**config.mk**
```make
export PLATFORM = sky130hd
export DESIGN_NAME = disk_controller_status_and_command_unit_flat
export DESIGN_NICKNAME = d
export VERILOG_FILES = /design/src/rtl/dcsc_pkg.sv /design/src/rtl/dcsc_if.sv /design/src/rtl/dcsc_cfg.sv /design/src/rtl/dcsc_in_reg.sv /design/src/rtl/dcsc_core.sv /design/src/rtl/disk_controller_status_and_command_unit.sv /design/src/flat_wrapper.sv
export SDC_FILE = /design/constraint.sdc
export NUM_CORES = 1
export LEC_CHECK = 0
export BUFFER_PORTS_ARGS = -buffer_cell sky130_fd_sc_hd__buf_2
export CAP_MARGIN = 10
export CELL_PAD_IN_SITES_DETAIL_PLACEMENT = 0
export CELL_PAD_IN_SITES_GLOBAL_PLACEMENT = 2
export CORE_MARGIN = 3
export CORE_UTILIZATION = 39
export DETAILED_ROUTE_END_ITERATION = 16
export GPL_TIMING_DRIVEN = 0
export PLACE_DENSITY_LB_ADDON = 0.08
export SETUP_SLACK_MARGIN = 0.2
export SKIP_LAST_GASP = 1
export SYNTH_ARGS = -nofsm -noshare
export SYNTH_HDL_FRONTEND = slang
export SYNTH_SLANG_ARGS = --single-unit
export TNS_END_PERCENT = 1
```
**constraint.sdc**
```tcl
create_clock -name clk -period 7.19 [get_ports clk]
set_input_delay 0.3595 -clock clk [delete_from_list [all_inputs] [get_ports clk]]
set_output_delay 0.3595 -clock clk [all_outputs]
set_load 0.05 [all_outputs]
```
**src/rtl/dcsc_pkg.sv**
```systemverilog
// ----------------------------------------------------------------------------
// dcsc_pkg
// Shared types and constants for the disk controller status and command unit.
// ----------------------------------------------------------------------------
package dcsc_pkg;

  // Number of drives actually built (1 to 8).
  localparam int DRIVES     = 8;
  // Drive storage is always sized for the full 3-bit drive number.
  localparam int MAX_DRIVES = 8;

  localparam int WORD_W  = 36;
  localparam int OP_W    = 3;
  localparam int LVL_W   = 3;
  localparam int SEL_W   = 3;
  localparam int UNIT_W  = 4;
  localparam int CMD_W   = 3;
  localparam int DELAY_W = 10;
  localparam int MASK_W  = 8;
  localparam int CFG_IDX_W  = 2;
  localparam int CFG_DATA_W = 10;

  // Bus operations.
  localparam logic [OP_W-1:0] OP_STATUS_RD  = 3'd0;
  localparam logic [OP_W-1:0] OP_CONTROL_WR = 3'd1;
  localparam logic [OP_W-1:0] OP_DATA_RD    = 3'd2;
  localparam logic [OP_W-1:0] OP_COMMAND_WR = 3'd3;
  localparam logic [OP_W-1:0] OP_TICK       = 3'd4;

  // Drive commands.
  localparam logic [CMD_W-1:0] CMD_NOP   = 3'd0;
  localparam logic [CMD_W-1:0] CMD_RECAL = 3'd2;
  localparam logic [CMD_W-1:0] CMD_SEEK  = 3'd3;
  localparam logic [CMD_W-1:0] CMD_READ  = 3'd4;
  localparam logic [CMD_W-1:0] CMD_WRITE = 3'd6;

  // Configuration register indexes.
  localparam logic [CFG_IDX_W-1:0] CFG_DELAY   = 2'd0;
  localparam logic [CFG_IDX_W-1:0] CFG_ONLINE  = 2'd1;
  localparam logic [CFG_IDX_W-1:0] CFG_PROTECT = 2'd2;

  localparam logic [DELAY_W-1:0] DELAY_RESET = 10'd100;

  // Field positions in the bus word.
  localparam int PRIO_LSB = 0;
  localparam int UNIT_LSB = 9;
  localparam int CMD_LSB  = 13;

  // Status word bit positions.
  localparam int ST_DONE_BIT    = 8;
  localparam int ST_UNIT_LSB    = 9;
  localparam int ST_DBUSY_BIT   = 13;
  localparam int ST_CBUSY_BIT   = 15;
  localparam int ST_RO_BIT      = 20;
  localparam int ST_SEEK_BIT    = 22;
  localparam int ST_OFFLINE_BIT = 23;

  typedef struct packed {
    logic [OP_W-1:0]   operation;
    logic [WORD_W-1:0] write_data;
  } item_t;

  typedef struct packed {
    logic [DELAY_W-1:0] completion_delay;
    logic [MASK_W-1:0]  drive_online_mask;
    logic [MASK_W-1:0]  drive_protect_mask;
  } cfg_regs_t;

endpackage

```
**src/rtl/dcsc_if.sv**
```systemverilog
// ----------------------------------------------------------------------------
// dcsc_if
// Valid/ready channel interfaces for items, results and configuration writes.
// ----------------------------------------------------------------------------
interface dcsc_in_if;
  logic                          valid;
  logic                          ready;
  logic [dcsc_pkg::OP_W-1:0]     operation;
  logic [dcsc_pkg::WORD_W-1:0]   write_data;

  modport source (output valid, output operation, output write_data, input ready);
  modport sink   (input valid, input operation, input write_data, output ready);
endinterface

interface dcsc_out_if;
  logic                          valid;
  logic                          ready;
  logic [dcsc_pkg::WORD_W-1:0]   read_data;
  logic                          interrupt_request;
  logic [dcsc_pkg::LVL_W-1:0]    interrupt_level;
  logic                          bad_unit;

  modport source (output valid, output read_data, output interrupt_request,
                  output interrupt_level, output bad_unit, input ready);
  modport sink   (input valid, input read_data, input interrupt_request,
                  input interrupt_level, input bad_unit, output ready);
endinterface

interface dcsc_cfg_if;
  logic                              valid;
  logic                              ready;
  logic [dcsc_pkg::CFG_IDX_W-1:0]    index;
  logic [dcsc_pkg::CFG_DATA_W-1:0]   data;

  modport source (output valid, output index, output data, input ready);
  modport sink   (input valid, input index, input data, output ready);
endinterface

```
**src/rtl/dcsc_cfg.sv**
```systemverilog
// ----------------------------------------------------------------------------
// dcsc_cfg
// Configuration registers: completion delay and the drive online/protect masks.
// ----------------------------------------------------------------------------
module dcsc_cfg (
  input  logic                clk,
  input  logic                rst_n,
  dcsc_cfg_if.sink            cfg_ch,
  output dcsc_pkg::cfg_regs_t regs
);

  dcsc_pkg::cfg_regs_t regs_r;

  assign cfg_ch.ready = 1'b1;
  assign regs         = regs_r;

  always_ff @(posedge clk) begin
    if (!rst_n) begin
      regs_r.completion_delay   <= dcsc_pkg::DELAY_RESET;
      regs_r.drive_online_mask  <= '0;
      regs_r.drive_protect_mask <= '0;
    end else if (cfg_ch.valid) begin
      unique case (cfg_ch.index)
        dcsc_pkg::CFG_DELAY: begin
          regs_r.completion_delay <= cfg_ch.data[dcsc_pkg::DELAY_W-1:0];
        end
        dcsc_pkg::CFG_ONLINE: begin
          regs_r.drive_online_mask <= cfg_ch.data[dcsc_pkg::MASK_W-1:0];
        end
        dcsc_pkg::CFG_PROTECT: begin
          regs_r.drive_protect_mask <= cfg_ch.data[dcsc_pkg::MASK_W-1:0];
        end
        default: begin
        end
      endcase
    end
  end

endmodule

```
**src/rtl/dcsc_in_reg.sv**
```systemverilog
// ----------------------------------------------------------------------------
// dcsc_in_reg
// Input register stage that captures one bus item per cycle while it is empty or the core takes its item.
// ----------------------------------------------------------------------------
module dcsc_in_reg (
  input  logic            clk,
  input  logic            rst_n,
  dcsc_in_if.sink         in_ch,
  output logic            stage_valid,
  output dcsc_pkg::item_t stage_item,
  input  logic            stage_take
);

  logic            valid_r;
  dcsc_pkg::item_t item_r;

  assign in_ch.ready  = !valid_r || stage_take;
  assign stage_valid  = valid_r;
  assign stage_item   = item_r;

  always_ff @(posedge clk) begin
    if (!rst_n) begin
      valid_r <= 1'b0;
    end else if (in_ch.ready) begin
      valid_r <= in_ch.valid;
    end
  end

  always_ff @(posedge clk) begin
    if (in_ch.valid && in_ch.ready) begin
      item_r.operation  <= in_ch.operation;
      item_r.write_data <= in_ch.write_data;
    end
  end

endmodule

```
**src/rtl/dcsc_core.sv**
```systemverilog
// ----------------------------------------------------------------------------
// dcsc_core
// Controller state, command start, per-drive countdowns and the result register.
// ----------------------------------------------------------------------------
module dcsc_core (
  input  logic                clk,
  input  logic                rst_n,
  input  logic                stage_valid,
  input  dcsc_pkg::item_t     stage_item,
  output logic                stage_take,
  input  dcsc_pkg::cfg_regs_t regs,
  dcsc_out_if.source          out_ch
);

  localparam int ND = dcsc_pkg::MAX_DRIVES;

  // Controller state.
  logic [dcsc_pkg::SEL_W-1:0]   sel_r,  sel_nxt;
  logic [dcsc_pkg::LVL_W-1:0]   prio_r, prio_nxt;
  logic [ND-1:0]                attn_r, attn_nxt;
  logic                         done_r, done_nxt;
  logic                         cbusy_r, cbusy_nxt;
  logic                         seek_r, seek_nxt;
  logic                         irq_r, irq_nxt;
  logic [dcsc_pkg::CMD_W-1:0]   pend_r   [ND];
  logic [dcsc_pkg::CMD_W-1:0]   pend_nxt [ND];
  logic [dcsc_pkg::DELAY_W-1:0] cnt_r    [ND];
  logic [dcsc_pkg::DELAY_W-1:0] cnt_nxt  [ND];

  // Result register.
  logic                         out_valid_r;
  logic [dcsc_pkg::WORD_W-1:0]  rd_r, rd_nxt;
  logic                         bad_r, bad_nxt;

  logic                         fire;
  logic [dcsc_pkg::WORD_W-1:0]  w;
  logic [dcsc_pkg::UNIT_W-1:0]  unit;
  logic                         unit_bad;
  logic [dcsc_pkg::SEL_W-1:0]   sel_new;
  logic [dcsc_pkg::CMD_W-1:0]   cmd;
  logic                         cmd_seek;
  logic                         cmd_xfer;
  logic [dcsc_pkg::DELAY_W-1:0] start_cnt;
  logic [ND-1:0]                fin;
  logic [ND-1:0]                fin_seek;
  logic [ND-1:0]                fin_xfer;

  assign stage_take = !out_valid_r || out_ch.ready;
  assign fire       = stage_valid && stage_take;

  assign w         = stage_item.write_data;
  assign unit      = w[dcsc_pkg::UNIT_LSB +: dcsc_pkg::UNIT_W];
  assign unit_bad  = unit > dcsc_pkg::UNIT_W'(dcsc_pkg::DRIVES);
  // A unit field of zero keeps the selection; a missing drive leaves it too.
  assign sel_new   = (unit == '0 || unit_bad) ? sel_r :
                     dcsc_pkg::SEL_W'(unit - dcsc_pkg::UNIT_W'(1));
  assign cmd       = w[dcsc_pkg::CMD_LSB +: dcsc_pkg::CMD_W];
  assign cmd_seek  = (cmd == dcsc_pkg::CMD_RECAL) || (cmd == dcsc_pkg::CMD_SEEK);
  assign cmd_xfer  = (cmd == dcsc_pkg::CMD_READ) || (cmd == dcsc_pkg::CMD_WRITE);
  assign start_cnt = (regs.completion_delay == '0) ? dcsc_pkg::DELAY_W'(1)
                                                   : regs.completion_delay;

  // A drive completes on a tick when its countdown is at one.
  always_comb begin
    for (int i = 0; i < ND; i++) begin
      fin[i]      = (i < dcsc_pkg::DRIVES) && (cnt_r[i] == dcsc_pkg::DELAY_W'(1));
      fin_seek[i] = fin[i] && ((pend_r[i] == dcsc_pkg::CMD_RECAL) ||
                               (pend_r[i] == dcsc_pkg::CMD_SEEK));
      fin_xfer[i] = fin[i] && ((pend_r[i] == dcsc_pkg::CMD_READ) ||
                               (pend_r[i] == dcsc_pkg::CMD_WRITE));
    end
  end

  always_comb begin
    sel_nxt   = sel_r;
    prio_nxt  = prio_r;
    attn_nxt  = attn_r;
    done_nxt  = done_r;
    cbusy_nxt = cbusy_r;
    seek_nxt  = seek_r;
    irq_nxt   = irq_r;
    pend_nxt  = pend_r;
    cnt_nxt   = cnt_r;
    rd_nxt    = '0;
    bad_nxt   = 1'b0;

    case (stage_item.operation)
      dcsc_pkg::OP_STATUS_RD: begin
        rd_nxt[ND-1:0]                     = attn_r;
        rd_nxt[dcsc_pkg::ST_DONE_BIT]      = done_r;
        rd_nxt[dcsc_pkg::ST_UNIT_LSB +: dcsc_pkg::UNIT_W] =
          dcsc_pkg::UNIT_W'(sel_r) + dcsc_pkg::UNIT_W'(1);
        rd_nxt[dcsc_pkg::ST_DBUSY_BIT]     = cnt_r[sel_r] != '0;
        rd_nxt[dcsc_pkg::ST_CBUSY_BIT]     = cbusy_r;
        rd_nxt[dcsc_pkg::ST_RO_BIT]        = regs.drive_protect_mask[sel_r];
        rd_nxt[dcsc_pkg::ST_SEEK_BIT]      = seek_r;
        rd_nxt[dcsc_pkg::ST_OFFLINE_BIT]   = !regs.drive_online_mask[sel_r];
      end
      dcsc_pkg::OP_CONTROL_WR: begin
        done_nxt = 1'b0;
        prio_nxt = w[dcsc_pkg::PRIO_LSB +: dcsc_pkg::LVL_W];
        sel_nxt  = sel_new;
        bad_nxt  = unit_bad;
        irq_nxt  = (prio_nxt != '0) && (attn_r != '0) && !cbusy_r;
      end
      dcsc_pkg::OP_COMMAND_WR: begin
        sel_nxt           = sel_new;
        bad_nxt           = unit_bad;
        done_nxt          = 1'b0;
        attn_nxt[sel_new] = 1'b0;
        pend_nxt[sel_new] = cmd;
        if (cmd_seek || cmd_xfer) begin
          cbusy_nxt = 1'b1;
          // A busy drive keeps its running countdown.
          if (cnt_r[sel_new] == '0) begin
            cnt_nxt[sel_new] = start_cnt;
          end
        end
        if (cmd_seek) begin
          seek_nxt = 1'b1;
        end
        irq_nxt = (prio_r != '0) && (attn_nxt != '0) && !cbusy_nxt;
      end
      dcsc_pkg::OP_TICK: begin
        for (int i = 0; i < ND; i++) begin
          if (i < dcsc_pkg::DRIVES && cnt_r[i] != '0) begin
            cnt_nxt[i] = cnt_r[i] - dcsc_pkg::DELAY_W'(1);
          end
        end
        if (fin != '0) begin
          cbusy_nxt = 1'b0;
          attn_nxt  = attn_r | fin_seek;
          if (fin_seek != '0) begin
            seek_nxt = 1'b0;
          end
          if (fin_xfer != '0) begin
            done_nxt = 1'b1;
          end
          irq_nxt = (prio_r != '0) && ((attn_nxt != '0) || done_nxt);
        end
      end
      default: begin
      end
    endcase
  end

  always_ff @(posedge clk) begin
    if (!rst_n) begin
      sel_r       <= '0;
      prio_r      <= '0;
      attn_r      <= '0;
      done_r      <= 1'b0;
      cbusy_r     <= 1'b0;
      seek_r      <= 1'b0;
      irq_r       <= 1'b0;
      out_valid_r <= 1'b0;
      for (int i = 0; i < ND; i++) begin
        pend_r[i] <= dcsc_pkg::CMD_NOP;
        cnt_r[i]  <= '0;
      end
    end else begin
      if (stage_take) begin
        out_valid_r <= stage_valid;
      end
      if (fire) begin
        sel_r   <= sel_nxt;
        prio_r  <= prio_nxt;
        attn_r  <= attn_nxt;
        done_r  <= done_nxt;
        cbusy_r <= cbusy_nxt;
        seek_r  <= seek_nxt;
        irq_r   <= irq_nxt;
        pend_r  <= pend_nxt;
        cnt_r   <= cnt_nxt;
      end
    end
  end

  always_ff @(posedge clk) begin
    if (fire) begin
      rd_r  <= rd_nxt;
      bad_r <= bad_nxt;
    end
  end

  assign out_ch.valid             = out_valid_r;
  assign out_ch.read_data         = rd_r;
  assign out_ch.bad_unit          = bad_r;
  // Level and interrupt only change when the next item is processed, which
  // happens only as this result is taken.
  assign out_ch.interrupt_request = irq_r;
  assign out_ch.interrupt_level   = prio_r;

endmodule

```
**src/rtl/disk_controller_status_and_command_unit.sv**
```systemverilog
// ----------------------------------------------------------------------------
// disk_controller_status_and_command_unit
// Register face of a multi-drive disk controller with per-drive countdowns.
// ----------------------------------------------------------------------------
// Each item is a status read, control write, data read, command write or
// tick, and produces exactly one result. An item passes through an input
// register, is processed against the controller state combinationally, and
// lands in a result register, so one item is accepted every clock cycle when
// the result side is ready. The throughput is set by the combinational state
// update: all drive countdowns step in parallel on a tick. Configuration
// writes are taken on any cycle and should only be issued while no item is
// in flight.
module disk_controller_status_and_command_unit (
  input  logic       clk,
  input  logic       rst_n,
  dcsc_in_if.sink    in_ch,
  dcsc_out_if.source out_ch,
  dcsc_cfg_if.sink   cfg_ch
);

  dcsc_pkg::cfg_regs_t regs;
  logic                stage_valid;
  dcsc_pkg::item_t     stage_item;
  logic                stage_take;

  dcsc_cfg u_cfg (
    .clk    (clk),
    .rst_n  (rst_n),
    .cfg_ch (cfg_ch),
    .regs   (regs)
  );

  dcsc_in_reg u_in_reg (
    .clk         (clk),
    .rst_n       (rst_n),
    .in_ch       (in_ch),
    .stage_valid (stage_valid),
    .stage_item  (stage_item),
    .stage_take  (stage_take)
  );

  dcsc_core u_core (
    .clk         (clk),
    .rst_n       (rst_n),
    .stage_valid (stage_valid),
    .stage_item  (stage_item),
    .stage_take  (stage_take),
    .regs        (regs),
    .out_ch      (out_ch)
  );

endmodule

```
**src/flat_wrapper.sv**
```systemverilog
// flat-port wrapper written by rule: the top's interface ports become plain ports
module disk_controller_status_and_command_unit_flat 
  (clk, rst_n, in_ch_valid, in_ch_operation, in_ch_write_data, in_ch_ready, out_ch_valid, out_ch_read_data, out_ch_interrupt_request, out_ch_interrupt_level, out_ch_bad_unit, out_ch_ready, cfg_ch_valid, cfg_ch_index, cfg_ch_data, cfg_ch_ready);
  dcsc_in_if in_ch_i ();
  dcsc_out_if out_ch_i ();
  dcsc_cfg_if cfg_ch_i ();
  input  logic clk;
  input  logic rst_n;
  input wire logic [$bits(in_ch_i.valid)-1:0] in_ch_valid;
  input wire logic [$bits(in_ch_i.operation)-1:0] in_ch_operation;
  input wire logic [$bits(in_ch_i.write_data)-1:0] in_ch_write_data;
  output wire logic [$bits(in_ch_i.ready)-1:0] in_ch_ready;
  output wire logic [$bits(out_ch_i.valid)-1:0] out_ch_valid;
  output wire logic [$bits(out_ch_i.read_data)-1:0] out_ch_read_data;
  output wire logic [$bits(out_ch_i.interrupt_request)-1:0] out_ch_interrupt_request;
  output wire logic [$bits(out_ch_i.interrupt_level)-1:0] out_ch_interrupt_level;
  output wire logic [$bits(out_ch_i.bad_unit)-1:0] out_ch_bad_unit;
  input wire logic [$bits(out_ch_i.ready)-1:0] out_ch_ready;
  input wire logic [$bits(cfg_ch_i.valid)-1:0] cfg_ch_valid;
  input wire logic [$bits(cfg_ch_i.index)-1:0] cfg_ch_index;
  input wire logic [$bits(cfg_ch_i.data)-1:0] cfg_ch_data;
  output wire logic [$bits(cfg_ch_i.ready)-1:0] cfg_ch_ready;
  assign in_ch_i.valid = in_ch_valid;
  assign in_ch_i.operation = in_ch_operation;
  assign in_ch_i.write_data = in_ch_write_data;
  assign in_ch_ready = in_ch_i.ready;
  assign out_ch_valid = out_ch_i.valid;
  assign out_ch_read_data = out_ch_i.read_data;
  assign out_ch_interrupt_request = out_ch_i.interrupt_request;
  assign out_ch_interrupt_level = out_ch_i.interrupt_level;
  assign out_ch_bad_unit = out_ch_i.bad_unit;
  assign out_ch_i.ready = out_ch_ready;
  assign cfg_ch_i.valid = cfg_ch_valid;
  assign cfg_ch_i.index = cfg_ch_index;
  assign cfg_ch_i.data = cfg_ch_data;
  assign cfg_ch_ready = cfg_ch_i.ready;
  disk_controller_status_and_command_unit u_core (.clk(clk), .rst_n(rst_n), .in_ch(in_ch_i), .out_ch(out_ch_i), .cfg_ch(cfg_ch_i));
endmodule
```
==> results of run 1 <==
[per-stage QoR]
stage,worst slack [ps],cells
6_report,2740,1759
5_1_grt,2560,1759
4_1_cts,2890,1759
3_5_place_dp,2920,1727
3_3_place_gp,2140,1726
2_1_floorplan,3330,1338
[state kept, by name, summed over array words and instances (netlist names)]
| signal | count |
|---|---|
| u_core.u_core.out_ch.read_data | 18 |
| u_core.u_core.out_ch.interrupt_level | 3 |
| u_core.u_core.pend_r | 24 |
| u_core.u_core.attn_r | 8 |
| u_core.u_core.seek_r | 1 |
| u_core.u_cfg.regs | 26 |
| u_core.u_core.cnt_r | 80 |
| u_core.u_core.done_r | 1 |
| u_core.u_core.out_ch.bad_unit | 1 |
| u_core.u_in_reg.stage_valid | 1 |
| u_core.u_core.out_ch.valid | 1 |
| u_core.u_core.cbusy_r | 1 |
| u_core.u_in_reg.stage_item | 13 |
| u_core.u_core.out_ch.interrupt_request | 1 |
| u_core.u_core.sel_r | 3 |
[cell type report]
type,instances,area [µm²],share of cell area
clock buffer,19,433,0.0358
buffer,105,498,0.0412
sequential,182,3960,0.328
clock inverter,13,196,0.0163
tap,335,419,0.0347
inverter,28,105,0.00870
timing repair buffer,54,280,0.0232
multi-input combinational,1023,6190,0.512
[power by group through the flow]
stage / Sequential (mW) / Combinational [mW] / Clock [mW]
floorplan: 1.10 / 0.191 / 0
global placement: 1.09 / 0.314 / 0
detailed placement: 1.09 / 0.313 / 0
CTS: 1.07 / 0.315 / 1.06
global route: 1.07 / 0.341 / 1.09
finish: 1.07 / 0.320 / 1.04
[path summary, 6_finish.rpt]
| check | cells past startpoint | end | slack (ps) | startpoint |
|---|---|---|---|---|
| max reg2reg | 14 | u_core.u_core.cnt_r[52] | 2740 | u_core.u_in_reg.stage_item[9] |
| min | 1 | u_core.u_in_reg.stage_item[1] | 90 | in_ch_write_data[1] |
| min reg2reg | 2 | u_core.u_core.pend_r[6] | 480 | u_core.u_core.pend_r[6] |
| max | 14 | u_core.u_core.cnt_r[52] | 2740 | u_core.u_in_reg.stage_item[9] |
[kinds of logic (layout without fill, tap and decap cells)]
group                    count (synthesis)  count (layout)
other                                    2              19
XOR/XNOR                                42              42
adder cells (fa/ha/maj)                 25              25
AO/OA/AOI/OAI                          305             305
flip-flops                             182             182
multiplexers                            87              87
buffers and inverters                  133             219
AND/OR/NAND/NOR                        545             545
[synth_stat cells (14+ instances only)]
master    number
inv_1         27
mux2i_1       82
o21ai_0       68
nand2_1      221
nor3_1        43
a21oi_1       78
xor2_1        15
buf_4         23
nor2_1       117
edfxtp_1      32
nand2b_1      14
ha_1          25
xnor2_1       27
o22ai_1       58
nor4_1        26
dfxtp_1      150
and2_1        17
nor2b_1       15
clkbuf_1      65
nand3_1       31
[layer usage]
layer  wire, µm  track usage  vias to the layer above
met5          0            0                        -
met4       1300       0.0878                        0
met2      18100        0.436                      452
li1           -            -                     4898
met1      19100        0.398                     4967
met3       3230       0.0627                       83
==> impl_results.rst, run 1 <==
.. list-table::
   :header-rows: 1

   * - Metric
     - Value
   * - Run status
     - completed
   * - Leak pwr
     - 4.95 nW
   * - Family with the most delay on the worst path
     - simple AND/OR/NAND/NOR gates
   * - Buffer levels on the longest clock path
     - 2
   * - Capturing element type of the critical path
     - register
   * - Top cell type by total area after synthesis
     - dfxtp_1
   * - Relative slew slack
     - 0.105
   * - Final wirelength
     - ~42000 µm
   * - Overall power
     - about 2.4 mW
   * - Floorplan Core Area
     - around 27000 µm²
   * - Clock latency reported for the late side of the worst-skew pair
     - about 450 ps
   * - Series of cell instances along the critical path
     - inv_1, ha_1, nor2b_1, buf_4, o21ai_2, nand2_1, clkbuf_1, nand3_1, o2111ai_1, or2_2, nor3_2, buf_4, nor2_1, o221a_2
   * - Highest cell delay on the worst timing path
     - roughly 800 ps
   * - Number of gates given a new drive strength after cts
     - 0
   * - Die Outline Area
     - approximately 29000 µm²
   * - Clock tree from TritonCTS
     - built
   * - Net switching component of the power
     - between 600 and 700 µW
   * - DPL Wire Length
     - between 30000 and 40000 µm
   * - Height of the chip
     - 172 µm
   * - Die width
     - 172 µm
   * - Synthesized-area fraction occupied by xor and xnor cells
     - 0.0344
   * - Number of clock buffers inserted by TritonCTS
     - 17
   * - Setup tns final
     - 0 ps
   * - CP max stage cell
     - nor2_1
   * - Detailed-router iteration count before antenna repair
     - 5
   * - Vias per Instance
     - a little under 6
   * - Htree depth
     - 4
   * - Signal arrival time at the worst endpoint
     - 4830 ps
   * - Effective utilization at floorplan
     - 0.403
   * - Crit path launch type
     - register
   * - Max frequency
     - roughly 0.22 GHz
   * - Peak VDD IR
     - between 0.1 and 0.15 mV
   * - # Max-Cap Violations
     - 0
   * - Power share of the combinational group
     - 0.132
   * - Synth Instances
     - roughly 1300
   * - Synth area leaders
     - dfxtp_1, edfxtp_1, nand2_1
   * - Kind of path behind the tightest hold check
     - in -> reg
   * - Worst hold slack across all endpoints
     - about 88 ps
   * - Largest family of logic cells by synthesized area
     - simple AND/OR/NAND/NOR gates
   * - Final slew viol count
     - 0
   * - Multiplexer area fraction after synthesis
     - 0.0863
   * - Starting DRC count in detailed routing
     - 911
   * - Total buffers and inverters traversed by the critical path
     - 4
   * - Post-DR wirelength/cell
     - 23.7 µm
   * - Non-Filler Cell Area, Final
     - between 10000 and 15000 µm²
   * - Antenna diode count
     - 0
   * - Transition time at the pin with the least slew margin
     - 1330 ps
   * - Worst-path clk slew
     - around 70 ps
   * - Layout cells sized above 1
     - 0.107
   * - Clk Tree Root Cell
     - clkbuf_16
   * - Critical path start-end classification
     - reg -> reg
   * - Shortest clock period the worst path allows after layout
     - between 4000 and 5000 ps
   * - CP Data Required Time
     - about 7600 ps
   * - Residual DRC count
     - 0
   * - Post-synth top area share
     - 0.281
   * - Maximum fanout along the worst path
     - 10
   * - Utilization of the core after routing
     - 0.456
   * - Most common cell on crit path
     - buf_4
   * - Number of endpoints failing setup at the final stage
     - 0
   * - Final hold vios
     - 0
   * - Fraction of power consumed by the clock network
     - 0.429
   * - Leading cell types in the layout, fill and taps excluded
     - nand2_1, dfxtp_1, nor2_1, mux2i_1, a21oi_1
   * - Final critical-path share of the clock period
     - 0.619
   * - Num ports
     - 100
   * - Fraction of the mapped netlist area in simple logic gates
     - 0.238
   * - Largest net degree at the start of global routing
     - 18
   * - Sequential Power Share
     - 0.439
   * - Compound-Gate Fraction of Synth Area
     - 0.184
   * - Ys flop type
     - dfxtp_1
   * - Initial antenna violation count
     - 1
   * - Fill cell instance count of the final layout
     - between 2000 and 3000
   * - RSZ-0062 raised after global routing
     - no
   * - Cell Area, Synth
     - ~11000 µm²
   * - Placed cell area
     - 11500 µm²
   * - Count of nets left with antenna violations after detail routing
     - 0
   * - Total of flip-flops plus latches after synthesis
     - about 180
   * - GRT Total Usage
     - 0.284
   * - Global-route wire length before repair
     - 62000 µm
   * - Number of clock sinks seen by CTS
     - between 150 and 200
   * - Post-synthesis share of cell area spent on full adders, half adders and majority gates
     - 0.0293
   * - Post-synthesis to final-layout area growth
     - 13.1%
   * - Fin nets
     - 1492
   * - Total grt overflow
     - 0
   * - Number of distinct library cells after synthesis
     - between 80 and 90
   * - Max Clock Skew
     - 10.7 ps
   * - Synthesized area per cell
     - 8.09 µm²
   * - Total number of vias
     - around 10000
   * - Vias in the first global route
     - 9836
   * - Hold buffer count at cts
     - 0
   * - Share of total power consumed by net switching
     - 0.288
   * - Leading cell type in the layout, fill and taps excluded
     - nand2_1
   * - Post-synth EDFFs
     - 32
   * - Share of synthesized flip-flops with an asynchronous set or reset
     - 0
   * - Int Pwr
     - ~1.7 mW
   * - Post-CTS setup buffer count
     - 0
   * - Total of buffers placed on input and output ports
     - 53
   * - Number of cell rows
     - between 50 and 60
   * - Share of the yosys chip area belonging to registers
     - 0.371
   * - Power Density
     - roughly 200 nW/µm²
   * - RePlAce Congestion
     - roughly 0.98
   * - Number of warnings printed during yosys synthesis
     - 0
Note: power is estimated with default switching activity, not from simulation.
==> run 2: changes to the inputs <==
- CORE_UTILIZATION: 39 -> 36
- clock period: 7.19 -> 4.5 ns (I/O delays scaled with it)
==> run 2 against run 1 <==
First-iteration DRC count up 10%. Register-to-register slack worse by 2400 ps. Core utilization down 3.2 points. Global-route usage down 1.3 points. Sequential share of layout area down 0.55 points. Critical path type unchanged.
==> impl_results.rst, run 2 (same netlist as run 1, synthesis figures left out) <==
.. list-table::
   :header-rows: 1

   * - Metric
     - Value
   * - Max reg flops
     - 80
   * - Initial antenna violation count
     - 0
   * - Post-DR wirelength/cell
     - approximately 23 µm
   * - Final slew viol count
     - 0
   * - Kind of path behind the tightest hold check
     - in -> reg
   * - Number of clock buffers inserted by TritonCTS
     - 17
   * - Number of endpoints failing setup at the final stage
     - 0
   * - Post-synthesis to final-layout area growth
     - 15.0%
   * - Final critical-path share of the clock period
     - 0.926
   * - Die Outline Area
     - approximately 32000 µm²
   * - Detailed-router iteration count before antenna repair
     - 5
   * - Worst hold slack across all endpoints
     - roughly 17 ps
   * - GRT Total Usage
     - 0.270
   * - Fin nets
     - 1508
   * - Sum of routed wire segments on met1
     - approximately 20000 µm
   * - Max frequency
     - approximately 0.24 GHz
   * - Layout cells sized above 1
     - 0.110
   * - Worst setup slack after layout
     - 334 ps
   * - Peak VDD IR
     - 0.251 mV
   * - Leading cell type in the layout, fill and taps excluded
     - nand2_1
   * - Transition time at the pin with the least slew margin
     - around 1200 ps
   * - DR WL met2
     - 19100 µm
   * - Worst-path clk slew
     - around 80 ps
   * - Height of the chip
     - 178 µm
   * - Total grt overflow
     - 0
   * - Number of cell rows
     - between 60 and 70
   * - Critical path start-end classification
     - reg -> reg
   * - Register with the most flip-flops
     - u_core.u_core.cnt_r
   * - Clock tree from TritonCTS
     - built
   * - Number of clock sinks seen by CTS
     - 182
   * - Die width
     - about 180 µm
   * - Effective utilization at floorplan
     - 0.368
   * - RePlAce Congestion
     - 0.950
   * - Leading cell types in the layout, fill and taps excluded
     - nand2_1, dfxtp_1, nor2_1, mux2i_1, a21oi_1
   * - Floorplan Core Area
     - a little under 30000 µm²
   * - Htree depth
     - 4
   * - Total number of vias
     - between 10000 and 15000
   * - Total of buffers placed on input and output ports
     - 53
   * - DPL Wire Length
     - roughly 31000 µm
   * - Count of nets left with antenna violations after detail routing
     - 0
   * - Starting DRC count in detailed routing
     - around 1000
   * - Shortest clock period the worst path allows after layout
     - around 4200 ps
   * - Post-CTS setup buffer count
     - 0
   * - Worst setup slack before clock tree synthesis
     - roughly 180 ps
   * - Signal arrival time at the worst endpoint
     - between 4000 and 5000 ps
   * - Residual DRC count
     - 0
   * - Final wirelength
     - between 40000 and 50000 µm
   * - Vias in the first global route
     - 9870
   * - Global-route wire length before repair
     - between 60000 and 70000 µm
   * - CP Data Required Time
     - between 4000 and 5000 ps
   * - Highest metal layer with signal wires
     - met4
   * - Vias per Instance
     - ~5.7
   * - Clk Tree Root Cell
     - clkbuf_16
   * - Routed length on met3
     - about 2800 µm
   * - Clock latency reported for the late side of the worst-skew pair
     - about 460 ps
   * - Buffer levels on the longest clock path
     - 2
   * - Antenna diode count
     - 0
   * - Leak pwr
     - 5.02 nW
   * - Run status
     - completed
   * - Power Density
     - between 300 and 400 nW/µm²
   * - Relative slew slack
     - 0.210
   * - Final hold vios
     - 0
   * - Largest net degree at the start of global routing
     - 20
   * - Cell count after placement
     - 1776
   * - Maximum fanout along the worst path
     - 10
   * - Post-Layout Cell Count
     - 1824
   * - RSZ-0062 raised after global routing
     - yes
   * - Num ports
     - 100
   * - Capturing element type of the critical path
     - register
   * - Crit path launch type
     - register
   * - Max Clock Skew
     - between 10 and 15 ps
   * - # Max-Cap Violations
     - 0
[run 2: cell types whose count changed in the layout (fill, tap and decap cells not counted), moves of 2 or more]
cell | previous run | this run
nor2_1 | 117 | 115
inv_8 | 1 | 8
bufinv_16 | 4 | 1
dlygate4sd3_1 | 0 | 15
nor2_2 | 1 | 3
[run 2: layer usage]
metal  vias up  GRT usage
li1       4916          -
met1      5120      0.382
met2       368      0.420
met3        52     0.0526
met4         0     0.0782
met5         -          0
[run 2: final timing paths]
kind	start	endpoint	slack (ps)	depth (start not counted)
hold / removal	cfg_ch_data[9]	u_core.u_cfg.regs[25]	20	3
setup reg to reg	u_core.u_in_reg.stage_item[9]	u_core.u_core.cnt_r[25]	330	15
hold reg to reg	u_core.u_cfg.regs[16]	u_core.u_cfg.regs[16]	480	2
setup / recovery	u_core.u_in_reg.stage_item[9]	u_core.u_core.cnt_r[25]	330	15
[run 2: cell type report]
type,instances,area [µm²]
Clock buffer,18,429
Fill cell,3018,16700
Clock inverter,14,171
Inverter,28,105
Sequential cell,182,3960
Buffer,105,498
Tap cell,384,480
Timing Repair Buffer,70,442
Multi-Input combinational cell,1023,6200
[run 2: worst max-delay path, cell delays in order, from the launching register on]
cell	delay, ps
edfxtp_1	410
inv_1	80
ha_1	230
nor2b_1	140
buf_4	160
a21oi_2	300
nand2_1	180
clkbuf_1	320
nand2_2	300
o2111ai_1	180
or4_4	570
or3_1	340
buf_2	200
buf_2	260
a21oi_1	230
o22ai_1	110
[run 2: timing repair]
action                                  CTS  global route
hold buffers                             15             0
endpoints found under the setup margin    7            30
gates resized for setup                   1             3
endpoints found under the hold margin    15             0
[run 2: where the power goes]
part	total, mW	switching (mW)	leakage, nW	internal, mW
clock	1.57	0.769	0.297	0.803
sequential	1.70	0.0202	1.52	1.68
combinational	0.526	0.380	3.20	0.146
[run 2: stage by stage]
step | utilization | setup TNS [ps] | cell area (µm²) | power, mW
after floorplan | - | 0 | 10800 | 2.07
after global placement | 0.396 | -33460 | 11500 | 2.24
after detailed placement | 0.397 | 0 | 11500 | 2.24
after CTS | 0.423 | 0 | 12300 | 3.82
after global routing | 0.424 | 0 | 12300 | 3.93
final | 0.424 | 0 | 12300 | 3.80
==> run 3: changes to the inputs <==
- ABC_AREA: default -> 1
- CORE_UTILIZATION: 36 -> 33
==> run 3 against run 2 <==
Fmax rose by 4.5%. Register-to-register slack improved by 180 ps. Clock power barely moved. First-iteration DRC count fell by 4.8%. Worst setup slack improved by 180 ps. Sequential power barely moved. Cell count rose by 22%. Synthesized cell count rose by 25%. Total power rose by 4.1%. Critical endpoint is now u_core.u_core.cnt_r[38].
==> impl_results.rst, run 3 <==
.. list-table::
   :header-rows: 1

   * - Metric
     - Value
   * - Run status
     - completed
   * - DPL Wire Length
     - between 30000 and 40000 µm
   * - Vias per Instance
     - 5.21
   * - Post-CTS setup buffer count
     - 0
   * - Worst flop-to-flop path endpoint
     - u_core.u_core.cnt_r[38]
   * - Busiest layer in global routing
     - met2
   * - Final wirelength
     - 45200 µm
   * - Clk Tree Root Cell
     - clkbuf_16
   * - Worst setup slack before clock tree synthesis
     - 575 ps
   * - Post-DR wirelength/cell
     - between 20 and 25 µm
   * - Start point of the critical path
     - u_core.u_in_reg.stage_item[38]
   * - Transition time at the pin with the least slew margin
     - roughly 1200 ps
   * - Final hold vios
     - 0
   * - Post-synth top area share
     - 0.273
   * - Number of endpoints failing setup at the final stage
     - 0
   * - Clock tree from TritonCTS
     - built
   * - Met3 Track Usage GR
     - 0.0363
   * - CP Data Required Time
     - slightly below 5000 ps
   * - Capturing instance or port of the critical path
     - u_core.u_core.cnt_r[38]
   * - Share of total power consumed by net switching
     - 0.307
   * - Initial antenna violation count
     - 0
   * - Height of the chip
     - 189 µm
   * - Placed cell area
     - approximately 12000 µm²
   * - Global-route wire length before repair
     - approximately 67000 µm
   * - Largest net degree at the start of global routing
     - 20
   * - Leading cell type in the layout, fill and taps excluded
     - nor2_1
   * - Maximum fanout along the worst path
     - 10
   * - Int Pwr
     - roughly 2.7 mW
   * - Total of buffers placed on input and output ports
     - 53
   * - Total grt overflow
     - 0
   * - Max Clock Skew
     - around 20 ps
   * - Critical R2R Launch
     - u_core.u_in_reg.stage_item[38]
   * - Critical path start-end classification
     - reg -> reg
   * - Number of cell rows
     - between 60 and 70
   * - Num ports
     - 100
   * - Final critical-path share of the clock period
     - 0.886
   * - Share of synthesized flip-flops with an asynchronous set or reset
     - 0
   * - Leak pwr
     - roughly 5.5 nW
   * - GR Layer Usage met1
     - 0.369
   * - Ys flop type
     - dfxtp_1
   * - RePlAce Congestion
     - a little under 0.9
   * - Effective utilization at floorplan
     - 0.337
   * - Met2 routing resource usage after global routing
     - 0.387
   * - Final slew viol count
     - 0
   * - Antenna diode count
     - 0
   * - Detailed-router iteration count before antenna repair
     - 6
   * - # Max-Cap Violations
     - 0
   * - Top cell type by total area after synthesis
     - dfxtp_1
   * - Number of distinct library cells after synthesis
     - 44
   * - Kind of path behind the tightest hold check
     - in -> reg
   * - Fraction of power consumed by the clock network
     - 0.400
   * - Starting DRC count in detailed routing
     - between 900 and 1000
   * - Sequential Power Share
     - 0.435
   * - Overall power
     - 3.96 mW
   * - Synthesized area per cell
     - 6.66 µm²
   * - Worst-path clk slew
     - around 80 ps
   * - Clock latency reported for the late side of the worst-skew pair
     - 460 ps
   * - Number of clock sinks seen by CTS
     - ~180
   * - Layout cells sized above 1
     - 0.0935
   * - Die width
     - about 190 µm
   * - Crit path launch type
     - register
   * - GRT Total Usage
     - 0.251
   * - Cell Area, Synth
     - 11000 µm²
   * - Total of flip-flops plus latches after synthesis
     - 182
   * - Register-to-Register Path Depth
     - 11
   * - Htree depth
     - 4
   * - Max reg flops
     - 80
   * - Shortest clock period the worst path allows after layout
     - between 3000 and 4000 ps
   * - Worst setup slack after layout
     - around 510 ps
   * - Floorplan Core Area
     - approximately 33000 µm²
   * - Post-synthesis to final-layout area growth
     - 15.4%
   * - Fin nets
     - roughly 1800
   * - Relative slew slack
     - 0.177
   * - Max frequency
     - ~0.25 GHz
   * - Synth area leaders
     - dfxtp_1, a21oi_1, nor2_1
   * - RSZ-0062 raised after global routing
     - no
   * - Capturing element type of the critical path
     - register
   * - Vias in the first global route
     - roughly 11000
   * - Most repeated cell in the gate-level netlist after synthesis
     - nor2_1
   * - Residual DRC count
     - 0
   * - Worst Hold Path Cells
     - 3
   * - Number of warnings printed during yosys synthesis
     - 0
   * - Buffer levels on the longest clock path
     - 2
   * - Non-Filler Cell Area, Final
     - about 13000 µm²
   * - Power share of the combinational group
     - 0.166
   * - R2R Setup Slk
     - about 510 ps
   * - Peak VDD IR
     - 0.264 mV
   * - Cell count after placement
     - ~2200
   * - Post-synth EDFFs
     - 32
   * - Synth Instances
     - 1654
   * - Count of nets left with antenna violations after detail routing
     - 0
   * - Leading cell types in the layout, fill and taps excluded
     - nor2_1, nand2_1, a21oi_1, inv_1, dfxtp_1
   * - Number of clock buffers inserted by TritonCTS
     - 17
   * - Net switching component of the power
     - 1.21 mW
   * - Setup tns final
     - 0 ps
   * - Power Density
     - around 310 nW/µm²
   * - Number of gates given a new drive strength after cts
     - 0
   * - Post-Layout Cell Count
     - 2218
   * - Signal arrival time at the worst endpoint
     - 4340 ps
   * - Share of the yosys chip area belonging to registers
     - 0.360
   * - Die Outline Area
     - 35600 µm²
   * - Register with the most flip-flops
     - u_core.u_core.cnt_r
   * - Total number of vias
     - between 10000 and 15000
   * - Top cells by instance count after synthesis
     - nor2_1, nand2_1, a21oi_1
-- run 3: cell count changes after synthesis, sizes merged, moves of 19 or more --
cell / delta
a21oi: +146
clkbuf: -24
inv: +159
mux2i: -82
nand2: +39
nand3: +118
nor2: +156
nor3: -21
nor4: -19
o21ai: +35
o22ai: -60
xnor2: -26
-- run 3: worst min path at each step --
| stage | end | from | slack [ps] |
|---|---|---|---|
| finish | u_core.u_in_reg.stage_valid | in_ch_valid | 40 |
| global placement | u_core.u_in_reg.stage_item[0] | in_ch_write_data[0] | 400 |
| floorplan | u_core.u_in_reg.stage_item[0] | in_ch_write_data[0] | 320 |
| detailed placement | u_core.u_in_reg.stage_item[1] | in_ch_write_data[1] | 400 |
| CTS | u_core.u_in_reg.stage_valid | in_ch_valid | 10 |
| global route | u_core.u_cfg.regs[10] | cfg_ch_data[2] | 40 |
-- run 3: power by group through the flow --
| stage | Clock, mW | Combinational, mW | Sequential [mW] |
|---|---|---|---|
| finish | 1.58 | 0.656 | 1.72 |
| global route | 1.69 | 0.710 | 1.73 |
| CTS | 1.64 | 0.647 | 1.72 |
| detailed placement | 0 | 0.636 | 1.76 |
| global placement | 0 | 0.631 | 1.76 |
| floorplan | 0 | 0.390 | 1.78 |
-- run 3: what timing repair did --
action                                 in CTS  in global routing
setup endpoints to repair                   0                  0
hold buffers                               13                  0
endpoints found under the hold margin      13                  0
-- run 3: per-stage QoR --
stage           util  hold WS, ps
6_report       0.388         40.6
5_1_grt        0.388         42.0
4_1_cts        0.388         13.9
3_5_place_dp   0.365          404
3_3_place_gp   0.364          404
2_1_floorplan      -          324
-- run 3: critical path: stages (launching register included) --
cell      delay [ps]
edfxtp_1         410
nor2_1           120
inv_1             70
nor2_1           390
nor2_1           150
nor2_1           560
nand2_1          550
a211oi_2         840
clkbuf_1         530
nand3_1          140
nand2_1           90
nor2_1            50
-- run 3: routing by layer --
layer / wire [µm] / share of wire
met1: 21900 / 0.49
met2: 19900 / 0.44
met3: 2660 / 0.059
met4: 734 / 0.016
met5: 0 / 0
-- run 3: final cells by class --
class	count	area, µm²
flip-flops and latches	182	3960
inverters	190	713
fillers	3686	20000
plain buffers	95	513
clock buffers	20	467
repair buffers	73	469
well taps	442	553
multi-input cells	1204	5880
clock inverters	12	138
-- run 3: kinds of logic (layout without fill, tap and decap cells) --
family                   after synthesis  in the layout  synth area share
adder cells (fa/ha/maj)               25             25            0.0284
flip-flops                           182            182             0.360
other                                  2             19          0.000682
XOR/XNOR                              17             17            0.0135
AND/OR/NAND/NOR                      746            746             0.288
buffers and inverters                285            390             0.111
AO/OA/AOI/OAI                        397            397             0.198
